--- config.mk ---
export PLATFORM = sky130hd
export DESIGN_NAME = sm3_hash_engine_top
export DESIGN_NICKNAME = d
export VERILOG_FILES = /design/src/design/sm3he_pkg.sv /design/src/design/sm3he_compress.sv /design/src/design/sm3_hash_engine_top.sv
export SDC_FILE = /design/constraint.sdc
export NUM_CORES = 2
export LEC_CHECK = 0
export CELL_PAD_IN_SITES_DETAIL_PLACEMENT = 0
export CELL_PAD_IN_SITES_GLOBAL_PLACEMENT = 2
export CORE_ASPECT_RATIO = 1.5
export CORE_MARGIN = 3
export CORE_UTILIZATION = 46
export CTS_BUF_LIST = sky130_fd_sc_hd__clkbuf_8
export CTS_CLUSTER_SIZE = 12
export DETAILED_ROUTE_END_ITERATION = 8
export DONT_BUFFER_PORTS = 1
export PLACE_DENSITY = 0.94
export SETUP_SLACK_MARGIN = 0.4
export SYNTH_ARGS = -nofsm -noshare
export SYNTH_HDL_FRONTEND = slang
export SYNTH_SLANG_ARGS = --single-unit
--- constraint.sdc ---
create_clock -name clk -period 61 [get_ports clk]
set_input_delay 6.1 -clock clk [delete_from_list [all_inputs] [get_ports clk]]
set_output_delay 6.1 -clock clk [all_outputs]
set_load 0.05 [all_outputs]
--- src/design/sm3he_pkg.sv ---
// SM3 hash engine package: word and digest types, port payload structs,
// initial vector, round constants and the rotate/permutation helpers.
// No dependencies.
`default_nettype none

package sm3he_pkg;

	typedef logic [31:0] word_t;
	typedef logic [7:0][31:0] cv_t;
	typedef logic [15:0][31:0] blk_t;

	typedef struct packed {
		logic [31:0] msg_word;
		logic [2:0]  byte_count;
		logic        end_of_message;
	} msg_word_t;

	typedef struct packed {
		logic [31:0] digest_word;
		logic [2:0]  word_index;
		logic        last_word;
	} dig_word_t;

	localparam cv_t SM3_IV = {
		32'hB0FB0E4E, 32'hE38DEE4D, 32'h163138AA, 32'hA96F30BC,
		32'hDA8A0600, 32'h172442D7, 32'h4914B2B9, 32'h7380166F
	};

	localparam word_t T_LOW  = 32'h79CC4519;
	localparam word_t T_HIGH = 32'h7A879D8A;
	localparam word_t T_HIGH_ROT16 = {T_HIGH[15:0], T_HIGH[31:16]};
	localparam logic [7:0] PAD_BYTE = 8'h80;

	function automatic word_t rotl(input word_t x, input int unsigned n);
		return (x << n) | (x >> (32 - n));
	endfunction

	function automatic word_t perm0(input word_t x);
		return x ^ rotl(x, 9) ^ rotl(x, 17);
	endfunction

	function automatic word_t perm1(input word_t x);
		return x ^ rotl(x, 15) ^ rotl(x, 23);
	endfunction

endpackage

`default_nettype wire

--- src/design/sm3he_compress.sv ---
// SM3 compression unit: one round per cycle, 64 rounds in all, with a
// 16-word sliding window for the message expansion.
// Depends on sm3he_pkg.
`default_nettype none

module sm3he_compress (
	input  wire logic            clk,
	input  wire logic            arst_n,
	input  wire logic            start,
	input  wire sm3he_pkg::blk_t blk,
	input  wire sm3he_pkg::cv_t  cv_in,
	output logic                 done,
	output sm3he_pkg::cv_t       cv_out
);

	logic                busy_q;
	logic                done_q;
	logic [5:0]          round_q;
	sm3he_pkg::cv_t      r_q;
	sm3he_pkg::blk_t     w_q;
	sm3he_pkg::word_t    tj_q;

	sm3he_pkg::word_t    a12, ss1, ss2, ff, gg, tt1, tt2, w_new;
	sm3he_pkg::cv_t      r_next;
	logic                low;

	always_comb begin
		low = (round_q[5:4] == 2'b00);
		a12 = sm3he_pkg::rotl(r_q[0], 12);
		ss1 = sm3he_pkg::rotl(a12 + r_q[4] + tj_q, 7);
		ss2 = ss1 ^ a12;
		if (low) begin
			ff = r_q[0] ^ r_q[1] ^ r_q[2];
			gg = r_q[4] ^ r_q[5] ^ r_q[6];
		end else begin
			ff = (r_q[0] & r_q[1]) | (r_q[0] & r_q[2]) | (r_q[1] & r_q[2]);
			gg = (r_q[4] & r_q[5]) | (~r_q[4] & r_q[6]);
		end
		tt1 = ff + r_q[3] + ss2 + (w_q[0] ^ w_q[4]);
		tt2 = gg + r_q[7] + ss1 + w_q[0];
		w_new = sm3he_pkg::perm1(w_q[0] ^ w_q[7] ^ sm3he_pkg::rotl(w_q[13], 15))
			^ sm3he_pkg::rotl(w_q[3], 7) ^ w_q[10];
		r_next[0] = tt1;
		r_next[1] = r_q[0];
		r_next[2] = sm3he_pkg::rotl(r_q[1], 9);
		r_next[3] = r_q[2];
		r_next[4] = sm3he_pkg::perm0(tt2);
		r_next[5] = r_q[4];
		r_next[6] = sm3he_pkg::rotl(r_q[5], 19);
		r_next[7] = r_q[6];
	end

	always_ff @(posedge clk or negedge arst_n) begin
		if (!arst_n) begin
			busy_q  <= 1'b0;
			done_q  <= 1'b0;
			round_q <= '0;
		end else begin
			done_q <= 1'b0;
			if (start) begin
				busy_q  <= 1'b1;
				round_q <= '0;
			end else if (busy_q) begin
				round_q <= round_q + 6'd1;
				if (round_q == 6'd63) begin
					busy_q <= 1'b0;
					done_q <= 1'b1;
				end
			end
		end
	end

	always_ff @(posedge clk) begin
		if (start) begin
			w_q  <= blk;
			r_q  <= cv_in;
			tj_q <= sm3he_pkg::T_LOW;
		end else if (busy_q) begin
			w_q  <= {w_new, w_q[15:1]};
			r_q  <= r_next;
			tj_q <= (round_q == 6'd15) ? sm3he_pkg::T_HIGH_ROT16
				: sm3he_pkg::rotl(tj_q, 1);
		end
	end

	assign done   = done_q;
	assign cv_out = r_q;

endmodule

`default_nettype wire

--- src/design/sm3_hash_engine_top.sv ---
// SM3 hash engine top: input word collection, padding sequencer,
// chaining value and digest output. Depends on sm3he_pkg, sm3he_compress.
//
// Usage:
//   Message words enter on msg (valid/ready). Each word is four bytes,
//   big-endian; the word flagged end_of_message carries 0..4 valid bytes
//   (counts above 4 act as 4) in its upper positions and may be empty.
//   Every 16 words trigger one compression: a load state, then 64
//   rounds of the shared round unit and a fold into the chaining value,
//   during which msg_ready is low.
//   After the final word the sequencer appends the pad byte, zeros and
//   the 64-bit length at one word per cycle between compressions, running
//   one or two more compressions, then presents the digest on dig as eight
//   words, index 0 first, last_word set on index 7. msg_ready stays low
//   while digest words are pending; a stall on dig_ready holds the current
//   word. The engine then returns to the IV with zero length.
//   Reset (arst_n low) loads the IV, clears the length and word count and
//   leaves the engine ready for a new message.
`default_nettype none

module sm3_hash_engine_top (
	input  wire logic                 clk,
	input  wire logic                 arst_n,
	input  wire logic                 msg_valid,
	output logic                      msg_ready,
	input  wire sm3he_pkg::msg_word_t msg,
	output logic                      dig_valid,
	input  wire logic                 dig_ready,
	output sm3he_pkg::dig_word_t      dig
);

	localparam logic [2:0] ST_IDLE = 3'd0;
	localparam logic [2:0] ST_PAD  = 3'd1;
	localparam logic [2:0] ST_LOAD = 3'd2;
	localparam logic [2:0] ST_WAIT = 3'd3;
	localparam logic [2:0] ST_OUT  = 3'd4;

	logic [2:0]        state_q;
	logic [3:0]        pos_q;
	logic [63:0]       bitlen_q;
	logic              padding_q;
	logic              pad80_q;
	logic              hi_done_q;
	logic              final_q;
	logic [2:0]        idx_q;
	sm3he_pkg::cv_t    cv_q;
	sm3he_pkg::blk_t   blk_q;

	logic              msg_acc;
	logic              dig_acc;
	logic              push_en;
	sm3he_pkg::word_t  push_data;
	sm3he_pkg::word_t  last_data;
	logic [5:0]        bits_add;
	logic              cmp_done;
	sm3he_pkg::cv_t    cmp_cv;

	assign msg_ready = (state_q == ST_IDLE);
	assign dig_valid = (state_q == ST_OUT);
	assign msg_acc   = msg_valid && msg_ready;
	assign dig_acc   = dig_valid && dig_ready;

	assign dig.digest_word = cv_q[idx_q];
	assign dig.word_index  = idx_q;
	assign dig.last_word   = (idx_q == 3'd7);

	always_comb begin
		case (msg.byte_count)
			3'd0: begin
				last_data = {sm3he_pkg::PAD_BYTE, 24'h000000};
				bits_add  = 6'd0;
			end
			3'd1: begin
				last_data = {msg.msg_word[31:24], sm3he_pkg::PAD_BYTE, 16'h0000};
				bits_add  = 6'd8;
			end
			3'd2: begin
				last_data = {msg.msg_word[31:16], sm3he_pkg::PAD_BYTE, 8'h00};
				bits_add  = 6'd16;
			end
			3'd3: begin
				last_data = {msg.msg_word[31:8], sm3he_pkg::PAD_BYTE};
				bits_add  = 6'd24;
			end
			default: begin
				last_data = msg.msg_word;
				bits_add  = 6'd32;
			end
		endcase
		if (!msg.end_of_message)
			bits_add = 6'd32;
	end

	always_comb begin
		push_en   = 1'b0;
		push_data = '0;
		if (state_q == ST_IDLE) begin
			push_en   = msg_acc;
			push_data = msg.end_of_message ? last_data : msg.msg_word;
		end else if (state_q == ST_PAD) begin
			push_en = 1'b1;
			if (pad80_q)
				push_data = {sm3he_pkg::PAD_BYTE, 24'h000000};
			else if (pos_q == 4'd14)
				push_data = bitlen_q[63:32];
			else if (pos_q == 4'd15 && hi_done_q)
				push_data = bitlen_q[31:0];
			else
				push_data = '0;
		end
	end

	sm3he_compress u_compress (
		.clk    (clk),
		.arst_n (arst_n),
		.start  (state_q == ST_LOAD),
		.blk    (blk_q),
		.cv_in  (cv_q),
		.done   (cmp_done),
		.cv_out (cmp_cv)
	);

	always_ff @(posedge clk) begin
		if (push_en)
			blk_q <= {push_data, blk_q[15:1]};
	end

	always_ff @(posedge clk or negedge arst_n) begin
		if (!arst_n) begin
			state_q   <= ST_IDLE;
			pos_q     <= '0;
			bitlen_q  <= '0;
			padding_q <= 1'b0;
			pad80_q   <= 1'b0;
			hi_done_q <= 1'b0;
			final_q   <= 1'b0;
			idx_q     <= '0;
			cv_q      <= sm3he_pkg::SM3_IV;
		end else begin
			if (push_en)
				pos_q <= pos_q + 4'd1;
			unique case (state_q)
				ST_IDLE: begin
					if (msg_acc) begin
						bitlen_q <= bitlen_q + {58'd0, bits_add};
						if (msg.end_of_message) begin
							padding_q <= 1'b1;
							pad80_q   <= (msg.byte_count[2] == 1'b1);
							hi_done_q <= 1'b0;
						end
						if (pos_q == 4'd15)
							state_q <= ST_LOAD;
						else if (msg.end_of_message)
							state_q <= ST_PAD;
					end
				end
				ST_PAD: begin
					if (pad80_q)
						pad80_q <= 1'b0;
					else if (pos_q == 4'd14)
						hi_done_q <= 1'b1;
					else if (pos_q == 4'd15 && hi_done_q) begin
						final_q   <= 1'b1;
						padding_q <= 1'b0;
					end
					if (pos_q == 4'd15)
						state_q <= ST_LOAD;
				end
				ST_LOAD: begin
					state_q <= ST_WAIT;
				end
				ST_WAIT: begin
					if (cmp_done) begin
						cv_q <= cv_q ^ cmp_cv;
						if (final_q)
							state_q <= ST_OUT;
						else if (padding_q)
							state_q <= ST_PAD;
						else
							state_q <= ST_IDLE;
					end
				end
				ST_OUT: begin
					if (dig_acc) begin
						idx_q <= idx_q + 3'd1;
						if (idx_q == 3'd7) begin
							cv_q     <= sm3he_pkg::SM3_IV;
							bitlen_q <= '0;
							final_q  <= 1'b0;
							state_q  <= ST_IDLE;
						end
					end
				end
				default: begin
					state_q <= ST_IDLE;
				end
			endcase
		end
	end

	assert property (@(posedge clk) disable iff (!arst_n)
		msg_ready |-> !dig_valid)
		else $error("input open while digest pending");

	assert property (@(posedge clk) disable iff (!arst_n)
		cmp_done |-> (state_q == ST_WAIT))
		else $error("compression finished outside wait state");

	assert property (@(posedge clk) disable iff (!arst_n)
		(dig_acc && dig.last_word) |=> (cv_q == sm3he_pkg::SM3_IV && bitlen_q == 64'd0
			&& pos_q == 4'd0))
		else $error("engine not returned to IV after digest");

	assert property (@(posedge clk) disable iff (!arst_n)
		(state_q == ST_LOAD) |-> (pos_q == 4'd0))
		else $error("block loaded with partial word count");

endmodule

`default_nettype wire

# Word level (Yosys, flattened, before mapping)
# Cells that the tools add are included.
# word_totals
register_bits	1654
in_bits	40
# op_classes
reduce_logical	19
muxes	66
bitwise_logic	35
n_eq_ne	23
n_lt_le_gt_ge	1
n_addsub	12
# op_table
op	count
2-to-1 mux 256 bit	5
2-to-1 mux 512 bit	2
one-hot mux 256 bit (2 select lines)	1
bitwise XOR 32 bit	14
2-to-1 mux 32 bit	10
adder 32 bit	8
bitwise XOR 256 bit	1
2-to-1 mux 64 bit	3
bitwise AND 32 bit	5
one-hot mux 32 bit (4 select lines)	1
one-hot mux 64 bit (2 select lines)	1
binary-select mux 32 bit (select 3 bit)	1
bitwise OR 32 bit	3
adder 64 x 6 -> 64 bit	1
bitwise OR 32 x 15 -> 32 bit	2
bitwise OR 32 x 7 -> 32 bit	2
bitwise OR 32 x 9 -> 32 bit	2
inverter 32 bit	1
bitwise OR 32 x 1 -> 32 bit	1
bitwise OR 32 x 12 -> 32 bit	1
bitwise OR 32 x 17 -> 32 bit	1
bitwise OR 32 x 19 -> 32 bit	1
bitwise OR 32 x 23 -> 32 bit	1
2-to-1 mux 1 bit	25
27 further kinds	63

# Depth between registers and ports, before layout
# depth
depth_word	12
mapped_depth	31
mapped_depth_nobuf	31

# By module
# Synthesis repeated with hierarchy kept, for this count alone.
# hier_totals
cells_unflattened	5683
area_unflattened_um2	79563.8
# by_module_without_submodules
module	seq_area_each_um2	n_inst	cells_per_inst	area_per_inst_um2
sm3he_compress	23902.9	1	3419	46658.5
sm3_hash_engine_top	23806.6	1	2264	32905.3

# Worst setup path before layout
# No wires, ideal clock.
# synth_timing
path_kind	input port to flip-flop
from	in msg_valid
to	reg padding_q
slack_ns	12.437
required_ns	60.879
t_arrival_ns	48.442
stages	6
n_path_buf	0
cell_sequence	nor2_1 > nor3_1 > o21ai_0 > nor2_1 > nand2_1 > a22o_1
# synth_between
elab_chain_cells	3
# synth_lines
element	line	rtl
start: declaration	sm3_hash_engine_top.sv:24	input wire logic msg_valid,
logical AND 1 bit	sm3_hash_engine_top.sv:60	assign msg_acc = msg_valid && msg_ready;
inequality test 2 x 1 -> 1 bit (no line)	--	
AND reduction 6 bit (no line)	--	
end signal: assignment	sm3_hash_engine_top.sv:133	padding_q <= 1'b0;
end signal: assignment	sm3_hash_engine_top.sv:147	padding_q <= 1'b1;
end signal: assignment	sm3_hash_engine_top.sv:164	padding_q <= 1'b0;
end: declaration	sm3_hash_engine_top.sv:41	logic padding_q;
# Every way passes these cells.
# A chain may end at the register's enable or synchronous reset.

==> run_results.csv <==
group,metric,value,unit
cts,cts_made_buffers,277,
sta,fmax,100,MHz
place,gp_congestion,1.00,
sta,max_slew_margin,-0.369,
global_route,gr-total-overflow,0,
critical_path,setup.worst_path.class,"flip-flop to output pin",
critical_path,critPathLaunchType,"flip-flop",
hold_path,hold_path_class,"flip-flop to flip-flop",
global_route,grt_max_degree,340,
routing,drc,0,
routing,routed-wl-met2,112000,um
synth,synth.avg_cell_area,11.3,sq um
run_status,violations,"max-slew violations",
place,io_buffers,0,
routing,wl,230000,um
floorplanning,initial_core_util,0.463,
routing,routedLengthMet1,85500,um
synth,syn_inst,7006,
finish,drive_gt1_frac,0.0939,
cts,postCtsResizedCells,0,
cts,path_clk_slew,0.06,ns
floorplanning,die_w,345,um
synth,synth_top_area_frac,0.485,
routing,drt_iter0_drc,4608,
synth,syn_area,0.0793,sq mm
finish,fill_cells,15100,
synth,synth-seq-cells,1651,
run_status,run_status,"finished with violations",
synth,synth_edf_count,1280,
finish,final_core_util,0.506,
routing,via_count,52000,
floorplanning,rows,186,
finish,fin_nets,7376,
synth,synthTopCellsByArea,"edfxtp_1, nand2_1, dfrtp_1",
sta,rsz0062_at_grt,"false",
floorplanning,core,0.171,sq mm
routing,wl_per_cell,24.3,um
cts,clockBufferDepth,4,
synth,synth.distinct_cells,71,
synth,seq_area_frac_synth,0.602,
sta,hold_violations,0,
cts,cts_sinks,1651,
finish,final_cell_area,0.0867,sq mm
place,placed_area,0.0817,sq mm
cts,cts-hold-fix-buffers,0,
cts,post_cts_buffers,0,
floorplanning,die_h,514,um
routing,first_pass_iters,6,
synth,synth_top_cell_by_area,"edfxtp_1",
flow_run,drv_cap,0,
routing,top_layer,"met5",
critical_path,cp_max_fo,36,
global_route,grt_pass1_vias,51400,
place,dpl.hpwl,160000,um
critical_path,required,54.90,ns
synth,synth_flop_cell,"edfxtp_1",
sta,clock_skew,0.0679,ns
routing,wl_met3,12200,um
cts,clock_latency,1.01,ns
sta,setup_viol,0,
sta,finalCriticalPeriod,10.0,ns
synth,syn_nets,7335,
floorplanning,die_area,0.177,sq mm
cts,htree_levels,5,
sta,slew_violations,175,
finish,area_growth,9.33,%
synth,yosys_warnings,0,
critical_path,endpoint_kind,"output pin",
sta,tightestPinTransition,2.05,ns
global_route,track_usage,0.260,
floorplanning,ios,78,
synth,synth-async-reset-ratio,0.205,
sta,period_share,0.164,
global_route,antenna_found_initial,5,
critical_path,worst-endpoint-arrival,3.90,ns
routing,via_per_inst,5.47,
sta,setup_tns,0,ns
cts,cts_tree,"done",
cts,cts-root-buf,"clkbuf_8",
routing,postRouteAntennaNets,0,
global_route,grt_pass1_wl,338000,um
-- critical path, stage by stage (launching register included) --
cell	delay, ns
dfrtp_4	0.97
buf_4	0.73
mux4_2	0.69
mux2_2	0.43
-- metrics by stage --
stage / setup slack (ns) / cells / hold slack [ns]
2_1_floorplan: 12.44 / 7006 / 0.426
3_3_place_gp: 51.43 / 9024 / 0.427
3_5_place_dp: 51.42 / 9024 / 0.431
4_1_cts: 50.85 / 9495 / 0.376
5_1_grt: 50.86 / 9497 / 0.420
6_report: 51.00 / 9497 / 0.381
-- cell usage in the layout (no fill, tap or decap), types with 46 or more instances in the layout --
cell      netlist  final
dfstp_2       119    119
nand3_1        60     59
buf_4           0     62
o21ai_0       313    313
clkbuf_8        0    299
inv_1         170    258
and3_1        141    141
fa_1          189    189
clkinv_1        2     46
dfrtp_1       220    217
nor2_1        329    326
a21oi_1       252    252
nand2_1      2362   2362
xnor2_1       339    338
ha_1          100    100
xor2_1        265    265
mux2_2         52     52
mux4_2         64     64
edfxtp_1     1280   1280
-- sequential cells by signal, indices dropped and copies added, names as in the netlist, 3 cells and up --
signal,count
blk_q,512
u_compress.w_q,512
cv_q,256
u_compress.cv_out,256
bitlen_q,61
u_compress.tj_q,32
u_compress.round_q,6
pos_q,4
idx_q,3
state_q,3
-- synthesized netlist by cell type, types with 11 or more instances --
library cell	n
dfstp_2	119
dfxtp_1	32
nor2b_1	17
o21a_1	17
clkbuf_1	291
nor3_1	40
a211oi_1	17
nand2_1	2362
edfxtp_1	1280
dfrtp_1	220
a31oi_1	22
o21ai_0	313
xnor2_1	339
nand3_1	60
a21o_1	34
nand2b_1	19
inv_1	170
a21oi_1	252
ha_1	100
a22oi_1	29
xor2_1	265
or3_1	16
mux2i_1	42
fa_1	189
buf_1	15
mux2_2	52
nor2_1	329
mux4_2	64
nand4_1	11
a22o_1	13
and3_1	141
-- path summary, 6_finish.rpt --
path / from / end / slack (ns) / cells past startpoint
max in group asynchronous: arst_n / idx_q[1] / 54.41 / 0
worst min register to register: blk_q[350] / blk_q[318] / 0.38 / 0
worst min-delay path: blk_q[350] / blk_q[318] / 0.38 / 0
worst max-delay path: idx_q[1] / dig[26] / 51.00 / 3
min in group asynchronous: arst_n / cv_q[18] / 4.86 / 0
worst max register to register: u_compress.cv_out[21] / u_compress.cv_out[23] / 51.88 / 32
-- layer usage --
metal	global-route usage	up-vias
met5	0	-
met4	0.199	4
met3	0.0410	516
met2	0.426	1649
met1	0.306	25900
li1	-	23900
-- logic make-up (layout without fill, tap and decap cells) --
logic type               after synthesis  count (layout)  synth area share
adder cells (fa/ha/maj)              290             290            0.0636
XOR/XNOR                             615             615            0.0699
flip-flops                          1651            1651             0.602
AO/OA/AOI/OAI                        769             769            0.0559
other                                  0               2                 0
multiplexers                         158             158            0.0309
buffers and inverters                481             714            0.0229
AND/OR/NAND/NOR                     3042            3042             0.155
-- cell type report --
type                    count  area, sq um  area share
multi-input cells        4874        29800       0.344
repair buffers             71          646     0.00745
diodes                      2         5.00   0.0000577
inverters                 172          653     0.00754
flip-flops and latches   1651        47700       0.551
well taps                2256         2820      0.0326
clock inverters           172          901      0.0104
clock buffers             299         4120      0.0475
Power is left out: the tool's default activity adds up to more than one toggle a clock period on the data nets, which glitch-free logic cannot reach.
